<file path="src/sv/pmu_pkg.sv">
// ----------------------------------------------------------------------------
// pmu_pkg
// Shared widths, types, register codes and helpers of the particle motion
// update pipeline.
// ----------------------------------------------------------------------------
package pmu_pkg;

    localparam int FRAC_BITS = 16;
    localparam int IDX_W     = 10;
    localparam int POS_W     = 32;
    localparam int DT_W      = 20;
    localparam int SPD_W     = 32;
    localparam int AGE_W     = 32;
    localparam int DIFF_W    = POS_W + 1;
    localparam int MAG_W     = POS_W;
    localparam int SUM_W     = 2 * MAG_W;
    localparam int ROOT_W    = SUM_W / 2;
    localparam int PRD_W     = SPD_W + DT_W;
    localparam int STEP_W    = PRD_W - FRAC_BITS;
    localparam int QUO_W     = FRAC_BITS + 1;
    localparam int DIV_W     = MAG_W + FRAC_BITS;
    localparam int MUL_W     = QUO_W + STEP_W;
    localparam int MV_W      = MUL_W - FRAC_BITS;
    localparam int ACC_W     = MV_W + 2;
    localparam int ADDR_W    = 5;
    localparam int DATA_W    = 32;

    typedef enum logic [2:0] {
        REG_PIVOT_X = 3'd0,
        REG_PIVOT_Y = 3'd1,
        REG_PIVOT_Z = 3'd2,
        REG_LOOP_EN = 3'd3,
        REG_MODE    = 3'd4
    } reg_idx_t;

    typedef struct packed {
        logic [2:0][POS_W-1:0] pivot;
        logic                  loop_en;
        logic                  drop_mode;
    } cfg_t;

    // sideband that travels with each item down the pipeline
    typedef struct packed {
        logic [IDX_W-1:0]      index;
        logic [2:0][POS_W-1:0] base;
        logic [AGE_W-1:0]      new_age;
        logic                  restart;
        logic                  drop;
        logic [2:0]            neg;
        logic [STEP_W-1:0]     step;
    } ctx_t;

    function automatic logic [POS_W-1:0] sat_pos(input logic signed [ACC_W-1:0] v);
        logic signed [ACC_W-1:0] hi;
        logic signed [ACC_W-1:0] lo;
        hi = ACC_W'($signed({1'b0, {(POS_W-1){1'b1}}}));
        lo = -hi - ACC_W'(1);
        if (v > hi) begin
            return hi[POS_W-1:0];
        end else if (v < lo) begin
            return lo[POS_W-1:0];
        end
        return v[POS_W-1:0];
    endfunction

endpackage

</file>
<file path="src/sv/pmu_apb.sv">
// ----------------------------------------------------------------------------
// pmu_apb
// Configuration register file behind an APB-style port.
// ----------------------------------------------------------------------------
module pmu_apb import pmu_pkg::*; (
    input  logic              aclk,
    input  logic              aresetn,
    input  logic              psel,
    input  logic              penable,
    input  logic              pwrite,
    input  logic [ADDR_W-1:0] paddr,
    input  logic [DATA_W-1:0] pwdata,
    output logic [DATA_W-1:0] prdata,
    output logic              pready,
    output cfg_t              cfg
);

    cfg_t     cfg_reg;
    reg_idx_t idx;
    logic     wr;

    assign idx    = reg_idx_t'(paddr[ADDR_W-1:2]);
    assign wr     = psel & penable & pwrite;
    assign pready = 1'b1;
    assign cfg    = cfg_reg;

    always_ff @(posedge aclk) begin
        if (!aresetn) begin
            cfg_reg <= '0;
        end else if (wr) begin
            unique case (idx)
                REG_PIVOT_X: cfg_reg.pivot[0] <= pwdata;
                REG_PIVOT_Y: cfg_reg.pivot[1] <= pwdata;
                REG_PIVOT_Z: cfg_reg.pivot[2] <= pwdata;
                REG_LOOP_EN: cfg_reg.loop_en  <= pwdata[0];
                REG_MODE:    cfg_reg.drop_mode <= pwdata[0];
                default: ;
            endcase
        end
    end

    always_comb begin
        unique case (idx)
            REG_PIVOT_X: prdata = cfg_reg.pivot[0];
            REG_PIVOT_Y: prdata = cfg_reg.pivot[1];
            REG_PIVOT_Z: prdata = cfg_reg.pivot[2];
            REG_LOOP_EN: prdata = DATA_W'(cfg_reg.loop_en);
            REG_MODE:    prdata = DATA_W'(cfg_reg.drop_mode);
            default:     prdata = '0;
        endcase
    end

endmodule

</file>
<file path="config.mk">
export PLATFORM = sky130hd
export DESIGN_NAME = pmu_apb
export DESIGN_NICKNAME = d
export VERILOG_FILES = /design/src/sv/pmu_pkg.sv /design/src/sv/pmu_apb.sv
export SDC_FILE = /design/constraint.sdc
export NUM_CORES = 1
export LEC_CHECK = 0
export ABC_AREA = 1
export BUFFER_PORTS_ARGS = -buffer_cell sky130_fd_sc_hd__buf_2
export CORE_UTILIZATION = 53
export DETAILED_ROUTE_END_ITERATION = 10
export MAX_ROUTING_LAYER = met4
export PLACE_DENSITY_LB_ADDON = 0.25
export SYNTH_ARGS = -nofsm -noshare
export SYNTH_HDL_FRONTEND = slang
export SYNTH_SLANG_ARGS = --single-unit
</file>
<file path="constraint.sdc">
create_clock -name aclk -period 1.4 [get_ports aclk]
set_input_delay 0.14 -clock aclk [delete_from_list [all_inputs] [get_ports aclk]]
set_output_delay 0.14 -clock aclk [all_outputs]
set_load 0.01 [all_outputs]
</file>
==> flow_summary_export.csv <==
group,metric,value,unit
final_layout,synthToLayoutAreaGrowth,25.82,%
cts,numClockSinks,98,
power,clkPwrFrac,0.376,
timing,period_needed,1.314,ns
worst_setup_path,crit_arrival,1.17,ns
power,switchingPower,1.352,mW
route,viasPerCell,5.142,
final_layout,final_area,0.005841,mm²
placement,gp_congestion,0.8246,
cts,cts_setup_buffers,0,
final_layout,insertedDiodeCount,0,
logic_synthesis,ys_top_cells_by_area,"dfxtp_1 (42%), nor2_1 (16%), nand2_1 (16%), nand3_1 (14%), inv_1 (2.9%)",
floorplan,rows,33,
final_layout,layoutNonFillerInstCount,988,
worst_setup_path,cp_common_cell,"buf_2",
cts,root_buffer,"clkbuf_8",
timing,tns,0,ns
timing,post-route-period-util,0.9386,
global_routing,grt_pass1_wl,19540,µm
cts,clk_latency,0.35,ns
floorplan,io_pins,173,
floorplan,fp.coreArea,0.008341,mm²
logic_synthesis,synth_area,0.004642,mm²
timing,whs,0.1224,ns
timing,rsz0062_at_grt,"false",
worst_setup_path,cpMaxStageDelayCell,"buf_12",
placement,dp.cells,972,
worst_setup_path,path_cells,"buf_2 > inv_1 > nand2_2 > nor2_4 > buf_12 > nand2_1 > nand3_1 > buf_2",
outcome,status,"finished clean",
cts,cts_buffers,9,
logic_synthesis,async_flop_share,0,
route,wl_per_cell,12.58,µm
logic_synthesis,synth_edf_count,0,
logic_synthesis,yosys.area.top_type_share,0.4226,
global_routing,grt_pass1_vias,4406,
power,power.leakage,3.016,nW
global_routing,grt_usage,0.2795,
worst_setup_path,slowest_delay,0.23,ns
final_layout,largest_reg_flops,98,
cts,clk_pin_slew_worst_paths,0.10,ns
timing,fin_ws,0.08590,ns
final_layout,fill_cells,740,
worst_setup_path,start_kind,"input pin",
route,drc,0,
cts,cts-htree-levels,3,
logic_synthesis,synth.distinct_cells,19,
worst_setup_path,cp.required,1.26,ns
cts,max-clock-path-buffers,2,
route,vias,5080,
logic_synthesis,ys_seq_area_frac,0.4226,
global_routing,grt.overflow.total,0,
power,swShare,0.2489,
worst_setup_path,worst-path-buf-inv,4,
floorplan,initial_core_util,0.5566,
placement,placed_area,0.005615,mm²
global_routing,grt_start_max_net_pins,57,
final_layout,layout-drive-gt1-share,0.2435,
placement,dp_hpwl,8411,µm
worst_setup_path,cpLargestDelayFamily,"buffers and inverters",
timing,maxSlewViolCount,0,
power,internal_power,4.079,mW
timing,skew,0,ns
logic_synthesis,synth_seq_cells,98,
route,dr.first_iter.drc_count,221,
cts,cts_tree,"done",
power,power,5.431,mW
floorplan,fp.dieW,95.59,µm
placement,post-place-ws,0.1066,ns
floorplan,die_area,0.009136,mm²
run,max_cap_viol_count,0,
logic_synthesis,postSynthAreaPerCell,6.368,µm²
logic_synthesis,ys_warn_count,0,
logic_synthesis,synth_cells,729,
worst_setup_path,crit_fanout,42,
route,first_pass_iters,5,
logic_synthesis,synth_top_cell_by_area,"dfxtp_1",
timing,fmax,761.0,MHz
final_layout,fin_util,0.7003,
timing,finalSetupViolCount,0,
logic_synthesis,syn_nets,771,
power,comb_power_share,0.100,
floorplan,die_y,95.59,µm
route,drtAntennaViolNets,0,
power,powerDensity,929.9,mW/mm²
worst_setup_path,path_class,"in -> out",
min_path,hp-class,"in -> reg",
route,wl,12430,µm
global_routing,antenna_found_initial,0,
timing,hold_viol_final,0,
power,seq_power_share,0.525,
worst_setup_path,cp-end-kind,"primary output",
power,peakVddDrop,0.6230,mV
logic_synthesis,synth-main-ff-cell,"dfxtp_1",
placement,io_buffers,169,
final_layout,nNetsFinal,920,
worst min-delay path, cell delays in order:
cell and delay, ns:
buf_2 0.07, inv_1 0.05, nand3_1 0.07, nand2_1 0.05, nor2_1 0.07
cell type report:
type	instances	area (µm²)	share of cell area
Clock inverter	6	87.58	0.01500
Clock buffer	10	137.6	0.02356
Multi-Input combinational cell	542	2250	0.3852
Inverter	39	146.4	0.02506
Sequential cell	98	1962	0.3359
Timing Repair Buffer	188	1126	0.1928
Tap cell	105	131.4	0.02249
power by group through the flow:
| stage | clock (mW) | sequential [mW] | combinational, mW |
|---|---|---|---|
| floorplan | 0 | 2.93 | 0.324 |
| global placement | 0 | 2.91 | 0.524 |
| detailed placement | 0 | 2.91 | 0.536 |
| CTS | 2.08 | 2.85 | 0.539 |
| global route | 2.19 | 2.86 | 0.596 |
| finish | 2.04 | 2.85 | 0.541 |
cell usage in the layout (no fill, tap or decap), drive strengths merged:
master  instances
clkinv          3
nand4           1
o21ai           1
nor2          206
dfxtp          98
bufinv          2
a21oi           1
nand2         198
nand3         134
conb            1
inv            40
clkbuf         10
buf           188
kinds of logic (layout without fill, tap and decap cells):
family | Yosys count | after routing | synth area share
AOI/OAI and AO/OA | 2 | 2 | 0.002154
and+or+nand+nor | 539 | 539 | 0.4817
other | 1 | 1 | 0.0008078
DFF | 98 | 98 | 0.4226
buffers and inverters | 89 | 243 | 0.09272
path summary, 6_finish.rpt:
| kind | to | depth (start not counted) | start | slack (ns) |
|---|---|---|---|---|
| worst min register to register | cfg[76] | 2 | cfg[76] | 0.50 |
| worst max-delay path | prdata[1] | 8 | paddr[2] | 0.09 |
| worst max register to register | cfg[59] | 2 | cfg[59] | 0.76 |
| worst min-delay path | cfg[72] | 5 | pwdata[6] | 0.12 |
synth_stat cells, types with 2 or more instances:
cell type    n
buf_1       10
buf_2       23
buf_4       10
buf_6        4
clkbuf_1     3
dfxtp_1     98
inv_1       36
inv_2        3
nand2_1    197
nand3_1    133
nor2_1     200
nor2_2       2
nor2_4       4
layer usage:
layer | global-route usage | part of all wire
met1 | 0.3356 | 0.43
met2 | 0.4589 | 0.48
met3 | 0.05343 | 0.070
met4 | 0.1157 | 0.020
met5 | - | 0
what timing repair did:
item / in CTS / in global routing
hold buffers: 0 / 0
endpoints found under the setup margin: 0 / 1
resized for setup: 0 / 1
Power figures use the tool's default switching activity.
