$ cat src/sv/pmu_pkg.sv
// ----------------------------------------------------------------------------
// pmu_pkg
// Shared widths, types, register codes and helpers of the particle motion
// update pipeline.
// ----------------------------------------------------------------------------
package pmu_pkg;

    localparam int FRAC_BITS = 16;
    localparam int IDX_W     = 10;
    localparam int POS_W     = 32;
    localparam int DT_W      = 20;
    localparam int SPD_W     = 32;
    localparam int AGE_W     = 32;
    localparam int DIFF_W    = POS_W + 1;
    localparam int MAG_W     = POS_W;
    localparam int SUM_W     = 2 * MAG_W;
    localparam int ROOT_W    = SUM_W / 2;
    localparam int PRD_W     = SPD_W + DT_W;
    localparam int STEP_W    = PRD_W - FRAC_BITS;
    localparam int QUO_W     = FRAC_BITS + 1;
    localparam int DIV_W     = MAG_W + FRAC_BITS;
    localparam int MUL_W     = QUO_W + STEP_W;
    localparam int MV_W      = MUL_W - FRAC_BITS;
    localparam int ACC_W     = MV_W + 2;
    localparam int ADDR_W    = 5;
    localparam int DATA_W    = 32;

    typedef enum logic [2:0] {
        REG_PIVOT_X = 3'd0,
        REG_PIVOT_Y = 3'd1,
        REG_PIVOT_Z = 3'd2,
        REG_LOOP_EN = 3'd3,
        REG_MODE    = 3'd4
    } reg_idx_t;

    typedef struct packed {
        logic [2:0][POS_W-1:0] pivot;
        logic                  loop_en;
        logic                  drop_mode;
    } cfg_t;

    // sideband that travels with each item down the pipeline
    typedef struct packed {
        logic [IDX_W-1:0]      index;
        logic [2:0][POS_W-1:0] base;
        logic [AGE_W-1:0]      new_age;
        logic                  restart;
        logic                  drop;
        logic [2:0]            neg;
        logic [STEP_W-1:0]     step;
    } ctx_t;

    function automatic logic [POS_W-1:0] sat_pos(input logic signed [ACC_W-1:0] v);
        logic signed [ACC_W-1:0] hi;
        logic signed [ACC_W-1:0] lo;
        hi = ACC_W'($signed({1'b0, {(POS_W-1){1'b1}}}));
        lo = -hi - ACC_W'(1);
        if (v > hi) begin
            return hi[POS_W-1:0];
        end else if (v < lo) begin
            return lo[POS_W-1:0];
        end
        return v[POS_W-1:0];
    endfunction

endpackage

$ cat src/sv/pmu_back.sv
// ----------------------------------------------------------------------------
// pmu_back
// Restart to home, drop y by step, else add step * unit vector; sat; register.
// ----------------------------------------------------------------------------
module pmu_back import pmu_pkg::*; (
    input  logic                  aclk,
    input  logic                  aresetn,
    input  logic                  en,
    input  logic                  in_valid,
    input  logic                  in_len_zero,
    input  logic [2:0][QUO_W-1:0] in_quo,
    input  ctx_t                  in_ctx,
    output logic                  out_valid,
    output logic [IDX_W-1:0]      out_index,
    output logic [2:0][POS_W-1:0] out_pos,
    output logic [AGE_W-1:0]      out_age,
    output logic                  out_restarted
);

    logic                  v1_reg;
    logic                  lz_reg;
    logic [2:0][MUL_W-1:0] mul_reg;
    ctx_t                  c1_reg;

    logic                  v2_reg;
    logic [IDX_W-1:0]      idx_reg;
    logic [2:0][POS_W-1:0] pos_reg;
    logic [AGE_W-1:0]      age_reg;
    logic                  rst_reg;

    logic [2:0][POS_W-1:0] pos_next;
    logic [MV_W-1:0]       mv;
    logic signed [ACC_W-1:0] acc;

    always_comb begin
        pos_next = c1_reg.base;
        mv       = '0;
        acc      = '0;
        if (c1_reg.restart) begin
            pos_next = c1_reg.base;
        end else if (c1_reg.drop) begin
            acc = ACC_W'($signed(c1_reg.base[1])) - $signed(ACC_W'(c1_reg.step));
            pos_next[1] = sat_pos(acc);
        end else if (!lz_reg) begin
            for (int i = 0; i < 3; i++) begin
                mv  = mul_reg[i][MUL_W-1:FRAC_BITS];
                acc = c1_reg.neg[i] ? -$signed(ACC_W'(mv)) : $signed(ACC_W'(mv));
                acc = acc + ACC_W'($signed(c1_reg.base[i]));
                pos_next[i] = sat_pos(acc);
            end
        end
    end

    always_ff @(posedge aclk) begin
        if (!aresetn) begin
            v1_reg <= 1'b0;
            v2_reg <= 1'b0;
        end else if (en) begin
            v1_reg <= in_valid;
            lz_reg <= in_len_zero;
            c1_reg <= in_ctx;
            for (int i = 0; i < 3; i++) begin
                mul_reg[i] <= MUL_W'(in_quo[i]) * MUL_W'(in_ctx.step);
            end

            v2_reg  <= v1_reg;
            idx_reg <= c1_reg.index;
            pos_reg <= pos_next;
            age_reg <= c1_reg.new_age;
            rst_reg <= c1_reg.restart;
        end
    end

    assign out_valid     = v2_reg;
    assign out_index     = idx_reg;
    assign out_pos       = pos_reg;
    assign out_age       = age_reg;
    assign out_restarted = rst_reg;

endmodule

$ cat config.mk
export PLATFORM = sky130hd
export DESIGN_NAME = pmu_back
export DESIGN_NICKNAME = d
export VERILOG_FILES = /design/src/sv/pmu_pkg.sv /design/src/sv/pmu_back.sv
export SDC_FILE = /design/constraint.sdc
export NUM_CORES = 2
export LEC_CHECK = 0
export ABC_AREA = 0
export BUFFER_PORTS_ARGS = -buffer_cell sky130_fd_sc_hd__buf_2
export CAP_MARGIN = 5
export CORE_MARGIN = 2
export CORE_UTILIZATION = 55
export CTS_BUF_LIST = sky130_fd_sc_hd__clkbuf_4 sky130_fd_sc_hd__clkbuf_8
export DETAILED_ROUTE_END_ITERATION = 10
export GPL_TIMING_DRIVEN = 0
export PLACE_DENSITY = 0.73
export SYNTH_ARGS = -nofsm -noshare
export SYNTH_HDL_FRONTEND = slang
export SYNTH_SLANG_ARGS = --single-unit
$ cat constraint.sdc
create_clock -name aclk -period 27.7 [get_ports aclk]
set_clock_uncertainty 0.05 [all_clocks]
set_input_delay 4.155 -clock aclk [delete_from_list [all_inputs] [get_ports aclk]]
set_output_delay 4.155 -clock aclk [all_outputs]
set_load 0.03 [all_outputs]
==> reports/results.ini <==
[final_layout]
ff_latch_area_um2=13000
final_layout_size_suffix_gt1_share_pct=5.65
final_nets=11600
area_of_the_multi_input_gates_um2=58500
n_fill_cell=12900
largest_reg_flops=179
areaGrowthSynthToFinish_pct=7.72

[routing]
post_drt_via_cell_ratio=5.76
drt_iter0_markers=6184
drt_drc_violations_left=0
first_pass_iters=6
route.final.wire_length_mm=274
drtAntennaViolNets=0
post_drt_wl_per_cell_um=24.2
vias=65300

[timing]
slew_headroom_pct=-1.53
setup_violations=0
period_utilization_pct=46.4
rsz0062_at_grt=false
hold_viol_final=0
whs_ns=0.358
final_max_slew_viol_count=22
timing_worst_slew_pin_value_ns=1.52
timing.fmax_mhz=77.7
finalWorstPathRequiredPeriod_ns=12.87
setup_total_negative_slack_ns=0

[status]
outcome=finished with violations
failed_checks=max-capacitance violations, max-slew violations

[clock_tree]
clk_root_buffer_cell=sky130_fd_sc_hd__clkbuf_8
clk-insertion-delay-late_ns=0.82
clock_path_buffers=3
ctsHoldBuffers=0
cts.htree.levels=3
tritoncts_clock_tree=yes
clk_pin_slew_worst_paths_ns=0.06
numClockSinks=432
cts_made_buffers=80
cts_resized=0
cts_post_setup_buffers_inserted=0

[global_routing]
pin_count_of_the_biggest_net_entering_global_routing=73
grt_pass1_vias=66800
grt_usage_pct=37.1
globalRouteOverflowTotal=0
wire_length_of_the_first_global_routing_pass_mm=412
antenna_found_initial=36

[critical_path]
worstSetupPathType=input port to register
cell_family_with_the_largest_share_of_critical_path_delay=adder cells
critPathMaxStageDelay_ns=0.94
cp_common_cell=sky130_fd_sc_hd__fa_1
ff2ff_path_depth=20
cp_num_buf_inv=6
timing.critical_path.arrival_ns=13.35
reg2reg_setup_slack_ns=19.49
rr_startpoint=mul_reg[69]
end_kind=register
reg2reg_to=out_pos[35]
critical_path_required_ns=28.18
worst-path-max-fanout=10
crit_path_max_delay_cell_type=sky130_fd_sc_hd__clkbuf_1
cp-start-kind=input port

[synthesis]
synth_area_leaders=sky130_fd_sc_hd__fa_1, sky130_fd_sc_hd__edfxtp_1, sky130_fd_sc_hd__inv_1, sky130_fd_sc_hd__ha_1, sky130_fd_sc_hd__nand2_1
synthDominantAreaCellType=sky130_fd_sc_hd__fa_1
synth.yosys.warnings=0
syn-num-nets=11200
synthesis.instances=8918
synth.top_cell.area_share_pct=37.8
syn_area_um2=80700
synth_async_sr_flop_share_pct=0
synth_top_flop_cell=sky130_fd_sc_hd__edfxtp_1
synthesis.area_per_instance_um2=9.05
synth-edff-count=430
ys_seq_area_share_pct=16.1
postSynthRegisterBits=432
yosysUniqueCellTypes=83

[worst_hold_path]
holdCritPathClass=register to register
holdCritStartpoint=c1_reg[41]
hold-path-endpoint=out_age[0]
timing.hold.worst_path_depth=0

[floorplan]
io-pin-count=375
core_area_um2=146000
die_width_um=387
dieArea_um2=150000
rows=140
floorplan.initialDensity_pct=55.4
die_h_um=387

[placed_design]
port_buffers=332
place.gp.congestion=1.03
hpwlAfterDp_mm=225

[flow_run]
max_cap_viol_count=2

-- synth_stat cells, types with 81 or more instances --
| library cell | n |
|---|---|
| sky130_fd_sc_hd__edfxtp_1 | 430 |
| sky130_fd_sc_hd__a21o_1 | 104 |
| sky130_fd_sc_hd__o21ai_0 | 190 |
| sky130_fd_sc_hd__nor2_1 | 240 |
| sky130_fd_sc_hd__xnor2_1 | 242 |
| sky130_fd_sc_hd__nand2_1 | 1578 |
| sky130_fd_sc_hd__and2_1 | 501 |
| sky130_fd_sc_hd__ha_1 | 540 |
| sky130_fd_sc_hd__fa_1 | 1525 |
| sky130_fd_sc_hd__clkbuf_1 | 460 |
| sky130_fd_sc_hd__inv_1 | 1986 |
| sky130_fd_sc_hd__xor2_1 | 81 |
| sky130_fd_sc_hd__a21oi_1 | 292 |
-- worst max-delay path by stage --
stage	start	endpoint	cells past startpoint
6_report	in_ctx[0]	mul_reg[52]	26
5_1_grt	in_ctx[11]	mul_reg[52]	26
4_1_cts	in_ctx[11]	mul_reg[51]	26
3_5_place_dp	in_ctx[11]	mul_reg[51]	26
3_3_place_gp	en	c1_reg[167]	2
2_1_floorplan	en	c1_reg[0]	1
-- worst reg2reg max path, delay by kind of cell (launching register included) --
kind | cells | cell delay (ns)
AO/OA/AOI/OAI | 11 | 4.20
AND/OR/NAND/NOR | 3 | 1.53
flip-flops | 1 | 0.62
adder cells (fa/ha/maj) | 2 | 0.62
buffers and inverters | 2 | 0.56
XOR/XNOR | 2 | 0.51
-- kinds of logic (layout without fill, tap and decap cells) --
family	count (synthesis)	after routing	share of synthesized area, %
flops	432	432	16.1
xor+xnor	323	323	3.51
buf+inv	2455	2943	11.5
compound gates	929	929	7.39
simple gates	2710	2710	15.3
other cells	0	17	0
mux	4	4	0.0512
fa+ha+maj	2065	2065	46.2
-- cell type report --
type,instances,area share (%)
multi-input cells,6031,67.3
repair buffers,347,2.30
clock buffers,96,1.40
plain buffers,469,2.07
clock inverters,45,0.643
inverters,1986,8.58
flip-flops and latches,432,14.9
diodes,17,0.0489
well taps,1917,2.76
-- through the flow --
| stage | worst slack [ns] | std cells | cell area (um2) | util, % |
|---|---|---|---|---|
| floorplan | 12.98 | 8918 | 80700 | - |
| global placement | 8.95 | 11200 | 84700 | 58.2 |
| detailed placement | 14.33 | 11200 | 85000 | 58.4 |
| CTS | 15.22 | 11300 | 86800 | 59.6 |
| global route | 14.69 | 11300 | 86900 | 59.7 |
| finish | 14.83 | 11300 | 86900 | 59.7 |
-- layer usage --
layer  global-route usage [%]  share of wire [%]
met2                     55.1                 43
met5                        0              0.040
met3                     13.4                 14
met1                     47.6                 37
met4                     19.4                6.4
-- cell usage in the layout (no fill, tap or decap), drive strengths merged, types with 59 or more instances in the layout --
cell and count:
fa 1525, nor2 240, xor2 81, a21oi 293
and2 501, nand3 72, inv 1989, nand2 1578
a21o 104, clkbuf 556, buf 356, nor3 59
edfxtp 430, ha 540, xnor2 242, o21ai 195
Power is left out: the tool's default activity adds up to more than one toggle a clock period on the data nets, which glitch-free logic cannot reach.
